## src/design/ptt_pkg.sv

```systemverilog
`default_nettype none
package ptt_pkg;

	localparam int unsigned TIME_W = 63;
	localparam int unsigned KEY_W  = 32;
	localparam int unsigned TMO_W  = 31;

	localparam logic [TIME_W-1:0] TIME_MAX = {TIME_W{1'b1}};
	// Cap of INT_MAX / 1000000 seconds, in ns and in us.
	localparam logic [TIME_W-1:0] CAP_NS = 63'd2147000000000;
	localparam logic [TMO_W-1:0]  CAP_US = 31'd2147000000;
	localparam int unsigned DVD_W = 41;

	// floor(x / 125) equals (x * ceil(2^45 / 125)) >> 45 for every x below 2^38.
	localparam logic [38:0] RECIP_125 = 39'd281474976711;
	localparam int unsigned RECIP_SH  = 45;

	typedef enum logic [1:0] {
		FUNC_TICK = 2'd0,
		FUNC_ADD  = 2'd1,
		FUNC_DEL  = 2'd2,
		FUNC_NOP  = 2'd3
	} func_t;

	typedef enum logic [1:0] {
		KIND_FIRE   = 2'd0,
		KIND_STATUS = 2'd1,
		KIND_NEXT   = 2'd2
	} kind_t;

	typedef enum logic [1:0] {
		ST_OK       = 2'd0,
		ST_ZERO     = 2'd1,
		ST_FULL     = 2'd2,
		ST_NOTFOUND = 2'd3
	} status_t;

	typedef enum logic [3:0] {
		S_IDLE,
		S_ADD,
		S_DEL,
		S_TICK,
		S_RELOAD,
		S_NEXT,
		S_TMO,
		S_DIV,
		S_EMIT
	} state_t;

	function automatic logic [TIME_W-1:0] sat_add(input logic [TIME_W-1:0] a,
		input logic [TIME_W-1:0] b);
		logic [TIME_W:0] s;
		s = {1'b0, a} + {1'b0, b};
		return s[TIME_W] ? TIME_MAX : s[TIME_W-1:0];
	endfunction

endpackage
`default_nettype wire

```

## src/design/ptt_req_if.sv

```systemverilog
`default_nettype none
interface ptt_req_if;
	logic        valid;
	logic        ready;
	logic [1:0]  func;
	logic [62:0] now_ns;
	logic [31:0] timer_key;
	logic [62:0] initial_delay_ns;
	logic [62:0] interval_ns;

	modport source(output valid, func, now_ns, timer_key, initial_delay_ns, interval_ns,
		input ready);
	modport sink(input valid, func, now_ns, timer_key, initial_delay_ns, interval_ns,
		output ready);
endinterface
`default_nettype wire

```

## src/design/ptt_rsp_if.sv

```systemverilog
`default_nettype none
interface ptt_rsp_if;
	logic        valid;
	logic        ready;
	logic [1:0]  kind;
	logic [31:0] fired_key;
	logic [1:0]  status;
	logic [30:0] next_timeout_us;
	logic        last;

	modport source(output valid, kind, fired_key, status, next_timeout_us, last,
		input ready);
	modport sink(input valid, kind, fired_key, status, next_timeout_us, last,
		output ready);
endinterface
`default_nettype wire

```

## src/design/periodic_timer_table_top.sv

```systemverilog
// Channel | Dir | Payload
// req     | in  | func, now_ns, timer_key, initial_delay_ns, interval_ns
// rsp     | out | kind, fired_key, status, next_timeout_us, last
//
// One shared 63-bit compare unit walks the slot table, one slot per cycle.
// Delete scans the table once; tick scans it once per fired timer and once
// more, then reloads or retires fired slots and scans for the next expiry. The
// microsecond figure is a reciprocal multiply done as four 20 by 20 bit partial
// products, one per cycle. Each result waits in the output register, and the
// sequencer stalls while that register is full and not taken.
// Reset clears all live bits at once; req is not ready until a transaction ends.
`default_nettype none
module periodic_timer_table_top
	import ptt_pkg::*;
#(
	parameter int unsigned TIMERS = 16
) (
	input  wire         clk,
	input  wire         arst_n,
	ptt_req_if.sink     req,
	ptt_rsp_if.source   rsp
);

	localparam int unsigned IDX_W = (TIMERS > 1) ? $clog2(TIMERS) : 1;
	localparam logic [IDX_W-1:0] IDX_LAST = IDX_W'(TIMERS - 1);

	state_t state_q, state_n, ret_q;

	logic [TIMERS-1:0] live_q;
	logic [TIMERS-1:0] fired_q;
	logic [KEY_W-1:0]  key_arr_q [TIMERS];
	logic [TIME_W-1:0] exp_arr_q [TIMERS];
	logic [TIME_W-1:0] per_arr_q [TIMERS];

	logic [TIME_W-1:0] now_q, delay_q, ivl_q;
	logic [KEY_W-1:0]  key_q;

	logic [IDX_W-1:0]  idx_q, best_idx_q;
	logic              found_q;
	logic [TIME_W-1:0] best_exp_q;
	logic [KEY_W-1:0]  best_key_q;

	logic [DVD_W-4:0]  dvd_q;
	logic [76:0]       acc_q;
	logic [1:0]        cnt_q;

	logic [1:0]        pend_kind_q, pend_status_q;
	logic [KEY_W-1:0]  pend_key_q;
	logic [TMO_W-1:0]  pend_tmo_q;
	logic              pend_last_q;

	logic              ov_q;
	logic [1:0]        o_kind_q, o_status_q;
	logic [KEY_W-1:0]  o_key_q;
	logic [TMO_W-1:0]  o_tmo_q;
	logic              o_last_q;

	// Scan datapath: one slot read, one shared compare against the best so far.
	logic [TIME_W-1:0] exp_rd, per_rd;
	logic [KEY_W-1:0]  key_rd;
	logic              cand, better, scan_last, found_n;
	logic [IDX_W-1:0]  best_idx_n;
	logic [KEY_W-1:0]  best_key_n;
	logic [TIME_W-1:0] best_exp_n;

	assign exp_rd    = exp_arr_q[idx_q];
	assign per_rd    = per_arr_q[idx_q];
	assign key_rd    = key_arr_q[idx_q];
	assign scan_last = (idx_q == IDX_LAST);

	always_comb begin
		case (state_q)
			S_DEL:   cand = live_q[idx_q] && (key_rd == key_q);
			S_TICK:  cand = live_q[idx_q] && (exp_rd <= now_q) && !fired_q[idx_q];
			default: cand = live_q[idx_q];
		endcase
		better     = cand && (!found_q || (exp_rd < best_exp_q));
		found_n    = found_q || better;
		best_idx_n = better ? idx_q : best_idx_q;
		best_key_n = better ? key_rd : best_key_q;
		best_exp_n = better ? exp_rd : best_exp_q;
	end

	// Lowest free slot for add.
	logic             free_found;
	logic [IDX_W-1:0] free_idx;
	always_comb begin
		free_found = 1'b0;
		free_idx   = '0;
		for (int i = TIMERS - 1; i >= 0; i--) begin
			if (!live_q[i]) begin
				free_found = 1'b1;
				free_idx   = IDX_W'(i);
			end
		end
	end

	logic [TIME_W-1:0] add_exp, reload_sum, reload_exp;
	assign add_exp    = sat_add(now_q, (delay_q != '0) ? delay_q : ivl_q);
	assign reload_sum = sat_add(exp_rd, per_rd);
	assign reload_exp = (reload_sum < now_q) ? now_q : reload_sum;

	logic              tmo_late, tmo_cap;
	logic [TIME_W-1:0] tmo_diff;
	assign tmo_late = best_exp_q < now_q;
	assign tmo_diff = best_exp_q - now_q;
	assign tmo_cap  = tmo_diff >= CAP_NS;

	// The difference over 8 is multiplied by the reciprocal of 125 in four
	// partial products, low halves first, and accumulated one per cycle.
	logic [19:0] mul_a, mul_b;
	logic [39:0] mul_p;
	logic [76:0] mul_term, acc_n;
	always_comb begin
		mul_a = cnt_q[1] ? {1'b0, dvd_q[37:19]} : {1'b0, dvd_q[18:0]};
		mul_b = cnt_q[0] ? RECIP_125[38:19] : {1'b0, RECIP_125[18:0]};
		mul_p = mul_a * mul_b;
		case (cnt_q)
			2'd0:    mul_term = 77'(mul_p);
			2'd3:    mul_term = {mul_p[38:0], 38'd0};
			default: mul_term = {18'd0, mul_p, 19'd0};
		endcase
		acc_n = acc_q + mul_term;
	end

	logic out_free, req_ready, div_done;
	assign div_done = (cnt_q == 2'd3);

	always_comb begin
		state_n = state_q;
		unique case (state_q)
			S_IDLE: begin
				if (req.valid) begin
					case (req.func)
						FUNC_TICK: state_n = S_TICK;
						FUNC_ADD:  state_n = S_ADD;
						FUNC_DEL:  state_n = S_DEL;
						default:   state_n = S_IDLE;
					endcase
				end
			end
			S_ADD:    state_n = S_EMIT;
			S_DEL:    state_n = scan_last ? S_EMIT : S_DEL;
			S_TICK:   state_n = scan_last ? (found_n ? S_EMIT : S_RELOAD) : S_TICK;
			S_RELOAD: state_n = scan_last ? S_NEXT : S_RELOAD;
			S_NEXT:   state_n = scan_last ? (found_n ? S_TMO : S_EMIT) : S_NEXT;
			S_TMO:    state_n = (tmo_late || tmo_cap) ? S_EMIT : S_DIV;
			S_DIV:    state_n = div_done ? S_EMIT : S_DIV;
			S_EMIT:   state_n = out_free ? ret_q : S_EMIT;
			default:  state_n = S_IDLE;
		endcase
	end

	always_comb begin
		req_ready = (state_q == S_IDLE);
		out_free  = !ov_q || rsp.ready;
	end

	assign req.ready = req_ready;

	always_ff @(posedge clk or negedge arst_n) begin
		if (!arst_n) begin
			state_q <= S_IDLE;
		end else begin
			state_q <= state_n;
		end
	end

	always_ff @(posedge clk or negedge arst_n) begin
		if (!arst_n) begin
			live_q  <= '0;
			fired_q <= '0;
			idx_q   <= '0;
			found_q <= 1'b0;
			cnt_q   <= '0;
			ret_q   <= S_IDLE;
			ov_q    <= 1'b0;
		end else begin
			ov_q <= ((state_q == S_EMIT) && out_free) || (ov_q && !rsp.ready);
			unique case (state_q)
				S_IDLE: begin
					if (req.valid) begin
						idx_q   <= '0;
						found_q <= 1'b0;
						fired_q <= '0;
					end
				end
				S_ADD: begin
					ret_q <= S_IDLE;
					if (free_found && !(delay_q == '0 && ivl_q == '0)) begin
						live_q[free_idx] <= 1'b1;
					end
				end
				S_DEL, S_TICK, S_NEXT: begin
					if (scan_last) begin
						idx_q   <= '0;
						found_q <= 1'b0;
						if (state_q == S_DEL) begin
							ret_q <= S_IDLE;
							if (found_n) live_q[best_idx_n] <= 1'b0;
						end else if (state_q == S_TICK) begin
							ret_q <= S_TICK;
							if (found_n) fired_q[best_idx_n] <= 1'b1;
						end else begin
							ret_q <= S_IDLE;
						end
					end else begin
						idx_q   <= idx_q + 1'b1;
						found_q <= found_n;
					end
				end
				S_RELOAD: begin
					if (fired_q[idx_q] && per_rd == '0) live_q[idx_q] <= 1'b0;
					idx_q <= scan_last ? '0 : idx_q + 1'b1;
				end
				S_TMO: begin
					cnt_q <= '0;
				end
				S_DIV: begin
					cnt_q <= cnt_q + 1'b1;
				end
				default: ;
			endcase
		end
	end

	// Payload registers, no reset.
	always_ff @(posedge clk) begin
		case (state_q)
			S_IDLE: begin
				if (req.valid) begin
					now_q   <= req.now_ns;
					key_q   <= req.timer_key;
					delay_q <= req.initial_delay_ns;
					ivl_q   <= req.interval_ns;
				end
			end
			S_ADD: begin
				pend_kind_q <= KIND_STATUS;
				pend_key_q  <= '0;
				pend_tmo_q  <= '0;
				pend_last_q <= 1'b1;
				if (delay_q == '0 && ivl_q == '0) begin
					pend_status_q <= ST_ZERO;
				end else if (!free_found) begin
					pend_status_q <= ST_FULL;
				end else begin
					pend_status_q       <= ST_OK;
					key_arr_q[free_idx] <= key_q;
					exp_arr_q[free_idx] <= add_exp;
					per_arr_q[free_idx] <= ivl_q;
				end
			end
			S_DEL, S_TICK, S_NEXT: begin
				best_idx_q <= best_idx_n;
				best_key_q <= best_key_n;
				best_exp_q <= best_exp_n;
				if (scan_last) begin
					if (state_q == S_DEL) begin
						pend_kind_q   <= KIND_STATUS;
						pend_key_q    <= '0;
						pend_status_q <= found_n ? ST_OK : ST_NOTFOUND;
						pend_tmo_q    <= '0;
						pend_last_q   <= 1'b1;
					end else if (state_q == S_TICK) begin
						pend_kind_q   <= KIND_FIRE;
						pend_key_q    <= best_key_n;
						pend_status_q <= ST_OK;
						pend_tmo_q    <= '0;
						pend_last_q   <= 1'b0;
					end else begin
						// Next-expiry report, preset to the cap, which stands if no live timer is left.
						pend_kind_q   <= KIND_NEXT;
						pend_key_q    <= '0;
						pend_status_q <= ST_OK;
						pend_tmo_q    <= CAP_US;
						pend_last_q   <= 1'b1;
					end
				end
			end
			S_RELOAD: begin
				if (fired_q[idx_q] && per_rd != '0) exp_arr_q[idx_q] <= reload_exp;
			end
			S_TMO: begin
				pend_tmo_q <= tmo_late ? '0 : CAP_US;
				dvd_q      <= tmo_diff[DVD_W-1:3];
				acc_q      <= '0;
			end
			S_DIV: begin
				acc_q <= acc_n;
				if (div_done) pend_tmo_q <= acc_n[RECIP_SH+TMO_W-1:RECIP_SH];
			end
			S_EMIT: begin
				if (out_free) begin
					o_kind_q   <= pend_kind_q;
					o_key_q    <= pend_key_q;
					o_status_q <= pend_status_q;
					o_tmo_q    <= pend_tmo_q;
					o_last_q   <= pend_last_q;
				end
			end
			default: ;
		endcase
	end

	assign rsp.valid           = ov_q;
	assign rsp.kind            = o_kind_q;
	assign rsp.fired_key       = o_key_q;
	assign rsp.status          = o_status_q;
	assign rsp.next_timeout_us = o_tmo_q;
	assign rsp.last            = o_last_q;

endmodule
`default_nettype wire

```

## src/flat_wrapper.sv

```systemverilog
// flat-port wrapper written by rule: the top's interface ports become plain ports
module periodic_timer_table_top_flat import ptt_pkg::*;
#(
	parameter int unsigned TIMERS = 16
)
  (clk, arst_n, req_valid, req_func, req_now_ns, req_timer_key, req_initial_delay_ns, req_interval_ns, req_ready, rsp_valid, rsp_kind, rsp_fired_key, rsp_status, rsp_next_timeout_us, rsp_last, rsp_ready);
  ptt_req_if req_i ();
  ptt_rsp_if rsp_i ();
  input  wire clk;
  input  wire arst_n;
  input wire logic [$bits(req_i.valid)-1:0] req_valid;
  input wire logic [$bits(req_i.func)-1:0] req_func;
  input wire logic [$bits(req_i.now_ns)-1:0] req_now_ns;
  input wire logic [$bits(req_i.timer_key)-1:0] req_timer_key;
  input wire logic [$bits(req_i.initial_delay_ns)-1:0] req_initial_delay_ns;
  input wire logic [$bits(req_i.interval_ns)-1:0] req_interval_ns;
  output wire logic [$bits(req_i.ready)-1:0] req_ready;
  output wire logic [$bits(rsp_i.valid)-1:0] rsp_valid;
  output wire logic [$bits(rsp_i.kind)-1:0] rsp_kind;
  output wire logic [$bits(rsp_i.fired_key)-1:0] rsp_fired_key;
  output wire logic [$bits(rsp_i.status)-1:0] rsp_status;
  output wire logic [$bits(rsp_i.next_timeout_us)-1:0] rsp_next_timeout_us;
  output wire logic [$bits(rsp_i.last)-1:0] rsp_last;
  input wire logic [$bits(rsp_i.ready)-1:0] rsp_ready;
  assign req_i.valid = req_valid;
  assign req_i.func = req_func;
  assign req_i.now_ns = req_now_ns;
  assign req_i.timer_key = req_timer_key;
  assign req_i.initial_delay_ns = req_initial_delay_ns;
  assign req_i.interval_ns = req_interval_ns;
  assign req_ready = req_i.ready;
  assign rsp_valid = rsp_i.valid;
  assign rsp_kind = rsp_i.kind;
  assign rsp_fired_key = rsp_i.fired_key;
  assign rsp_status = rsp_i.status;
  assign rsp_next_timeout_us = rsp_i.next_timeout_us;
  assign rsp_last = rsp_i.last;
  assign rsp_i.ready = rsp_ready;
  periodic_timer_table_top #(.TIMERS(TIMERS)) u_core (.clk(clk), .arst_n(arst_n), .req(req_i), .rsp(rsp_i));
endmodule
```

## config.mk

```make
export PLATFORM = sky130hd
export DESIGN_NAME = periodic_timer_table_top_flat
export DESIGN_NICKNAME = d
export VERILOG_FILES = /design/src/design/ptt_pkg.sv /design/src/design/ptt_req_if.sv /design/src/design/ptt_rsp_if.sv /design/src/design/periodic_timer_table_top.sv /design/src/flat_wrapper.sv
export SDC_FILE = /design/constraint.sdc
export NUM_CORES = 2
export LEC_CHECK = 0
export ABC_CLOCK_PERIOD_IN_PS = 28700
export BUFFER_PORTS_ARGS = -buffer_cell sky130_fd_sc_hd__buf_4
export CAP_MARGIN = 0
export CELL_PAD_IN_SITES_DETAIL_PLACEMENT = 2
export CELL_PAD_IN_SITES_GLOBAL_PLACEMENT = 2
export CORE_UTILIZATION = 35
export DETAILED_ROUTE_END_ITERATION = 10
export HOLD_SLACK_MARGIN = 0.12
export PLACE_DENSITY = 0.65
export SLEW_MARGIN = 40
export SYNTH_ARGS = -nofsm -noshare
export SYNTH_HDL_FRONTEND = slang
export SYNTH_SLANG_ARGS = --single-unit
```

## constraint.sdc

```tcl
create_clock -name clk -period 28.7 [get_ports clk]
set_clock_uncertainty 0.2 [all_clocks]
set_input_delay 8.61 -clock clk [delete_from_list [all_inputs] [get_ports clk]]
set_output_delay 8.61 -clock clk [all_outputs]
set_load 0.01 [all_outputs]
```

==> impl_metrics.yaml <==
outcome:
  status: "finished clean"
floorplan:
  fp.dieW_um: 657
  die_y_um: 657
  dieArea_um2: 431000
  boundaryPins: 297
  coreArea_um2: 427000
  fp-row-count: 240
  start_util: 0.351
power_and_ir_drop:
  power.density_nw_per_um2: 115
  p_clk_frac: 0.230
  p_total_mw: 19.8
  internal_power_mw: 11.6
  p_switching_mw: 8.17
  p_sw_frac: 0.413
  irDropWorstVdd_mv: 0.129
  p_comb_frac: 0.451
  p_seq_frac: 0.319
  leakagePower_nw: 60.8
global_routing:
  grt_first_pass_wirelength_um: 781000
  grt_usage: 0.254
  grt_pass1_vias: 99500
  antenna_found_initial: 38
  grt-ovfl-total: 0
  grt_max_degree: 110
clock_tree:
  cts_sinks: 3143
  clkTransAtPathRegs_ns: 0.06
  htreeDepth: 5
  clock_path_buffers: 4
  cts_tree: "done"
  clock_latency_ns: 0.98
  root_buffer: "clkbuf_16"
  post_cts_buffers: 0
  ctsResizeCount: 0
  holdBufCountCts: 0
  numCtsBuffers: 347
timing:
  tightestPinTransition_ns: 0.999
  finalCritPeriodShare: 0.490
  worst_slack_ns: 14.63
  setup_violations: 0
  fmax_mhz: 71.1
  period_minus_slack_ns: 14.07
  slew_headroom: 0.328
  whs_ns: 0.216
  rsz0062_at_grt: "no"
  fin_setup_tns_ns: 0
  final_hold_viol_count: 0
  slew_viol_final: 0
yosys:
  yosysTopAreaCellShare: 0.620
  synth-simple-area-share: 0.0490
  avgSynthCellArea_um2: 16.1
  ys_async_sr_fraction: 0.0143
  seq_area_frac_synth: 0.628
  synthTopCellsByArea: "edfxtp_1, mux4_2, ha_1"
  synth_compound_area_frac: 0.0684
  synth-edff-count: 3098
  ys_types: 91
  ys_seq_elements: 3143
  syn_inst: 9325
  synth_xor_area_frac: 0.0165
  syn-cell-area_um2: 150000
  synth_fa_ha_area_frac: 0.0817
  synthFlopType: "edfxtp_1"
  synth.mux.area_fraction: 0.130
  synth_warnings: 0
  synth_top_area_cell: "edfxtp_1"
  synth_top_family_by_area: "multiplexers"
detailed_routing:
  first_pass_iters: 6
  wire_per_inst_um: 35.2
  drc_errors: 0
  vias_per_cell: 5.79
  postRouteAntennaNets: 0
  routed-via-count: 91700
  drt-total-wl_um: 557000
  drt_iter0_drc: 8434
min_path:
  hold_depth: 0
  hold_path_class: "flip-flop to flip-flop"
  hp-start: "u_core.pend_tmo_q[16]"
  holdPathEnd: "u_core.rsp.next_timeout_us[16]"
setup_path:
  rr_startpoint: "u_core.idx_q[1]"
  ff2ff_path_depth: 30
  cpMaxStageDelayCell: "o41ai_1"
  worst_r2r_endpoint: "u_core.exp_arr_q[5][62]"
  cp.required_ns: 29.26
  path_common_cell: "buf_4"
  startpoint_type: "flip-flop"
  crit_fanout: 100
  critPathKind: "flip-flop to flip-flop"
  r2r_slack_ns: 14.63
  cp-end-kind: "flip-flop"
  worstPathArrival_ns: 14.63
  cpPeakStageDelay_ns: 0.78
placed_design:
  post-place-ws_ns: 14.03
  postPlaceCellArea_um2: 161000
  port_buffers: 296
  place_hpwl_um: 384000
  dp.cells: 15200
  gp_congestion: 0.923
final_layout:
  nets: 10900
  stdcell_area_um2: 172000
  fillCellCount: 41300
  stdcell_count: 15800
  drive_above_1_share: 0.197
  area_growth_pct: 14.8
  finish.utilization: 0.403
flow_run:
  max-cap-violations: 0
## final cells by class
type / count / area [um^2] / share of cell area
antenna: 9 / 22.5 / 0.000131
clock buffer: 426 / 9240 / 0.0537
clock inverter: 203 / 1970 / 0.0115
inverter: 624 / 2360 / 0.0137
multi-input combinational: 5206 / 52500 / 0.305
sequential: 3143 / 94200 / 0.547
tap: 5687 / 7120 / 0.0413
timing repair buffer: 548 / 4900 / 0.0284
## cells in the mapped netlist (38+ instances only)
library cell,instances
nor2_1,366
clkbuf_1,243
nand2_1,424
mux2_2,44
buf_2,50
edfxtp_1,3098
xor2_1,118
nor3_1,72
o21a_1,49
a21o_1,327
mux2i_1,146
a22oi_1,54
a31oi_1,63
o21bai_1,38
a21oi_1,412
fa_1,214
buf_1,49
nand3_1,83
xnor2_1,165
mux4_2,779
and2_1,102
nor2b_1,58
nand2b_1,63
ha_1,637
nor4_1,69
dfrtp_1,45
inv_1,621
a211oi_1,52
and3_1,46
nand4_1,126
o21ai_0,288
## power groups by stage
stage          sequential, mW  combinational [mW]  clock [mW]
2_1_floorplan            6.22                5.36           0
3_3_place_gp             6.40                8.31           0
3_5_place_dp             6.44                8.69           0
4_1_cts                  6.35                8.78        4.61
5_1_grt                  6.33                9.41        4.73
6_report                 6.31                8.92        4.54
## worst max-delay path, delay by kind of cell (launching register included)
family          cells  cell delay, ns
flops               1            0.59
compound gates     12            6.25
fa+ha+maj           3            0.77
buf+inv             6            2.84
simple gates        6            1.85
mux                 3            1.16
## sequential cells by signal (all words and copies together), names as in the netlist, 63 cells and up
name / count
u_core.acc_q: 76
u_core.best_exp_q: 63
u_core.delay_q: 63
u_core.exp_arr_q: 1008
u_core.ivl_q: 63
u_core.key_arr_q: 512
u_core.now_q: 63
u_core.per_arr_q: 1008
## routing by layer
layer  wire [um]  track usage  share of wire
met1      230000        0.331           0.41
met2      277000        0.439           0.50
met3       29900       0.0319          0.054
met4       20300       0.0812          0.036
met5         141            0        0.00025
## placed cells by master (no fill, tap or decap), drive strengths merged, types with 44 or more instances in the layout
cell type and instances:
a211oi 52, a21o 327, a21oi 412, a22oi 54, a31oi 63, and2 103
and3 46, buf 548, clkbuf 426, clkinv 143, dfrtp 45, edfxtp 3098
fa 214, ha 637, inv 636, mux2 44, mux2i 146, mux4 779
nand2 424, nand2b 63, nand3 83, nand4 126, nor2 367, nor2b 58
nor3 73, nor4 69, o21a 49, o21ai 297, xnor2 165, xor2 118
## worst max path at each step
stage	startpoint	to	slack [ns]	depth (start not counted)
after floorplan	req_valid	u_core.found_q	14.62	4
after global placement	u_core.idx_q[1]	u_core.exp_arr_q[4][45]	14.65	29
after detailed placement	u_core.idx_q[1]	u_core.exp_arr_q[3][55]	14.03	29
after CTS	u_core.idx_q[1]	u_core.exp_arr_q[2][55]	14.05	29
after global routing	u_core.idx_q[1]	u_core.exp_arr_q[1][62]	14.24	30
final	u_core.idx_q[1]	u_core.exp_arr_q[5][62]	14.63	30
## cells by family (layout without fill, tap and decap cells)
group	count (synthesis)	in the layout
other	2	33
buffers and inverters	998	1801
AO/OA/AOI/OAI	1576	1576
adder cells (fa/ha/maj)	851	851
flip-flops	3143	3143
XOR/XNOR	283	283
AND/OR/NAND/NOR	1503	1503
multiplexers	969	969
Note: power is estimated with default switching activity, not from simulation.
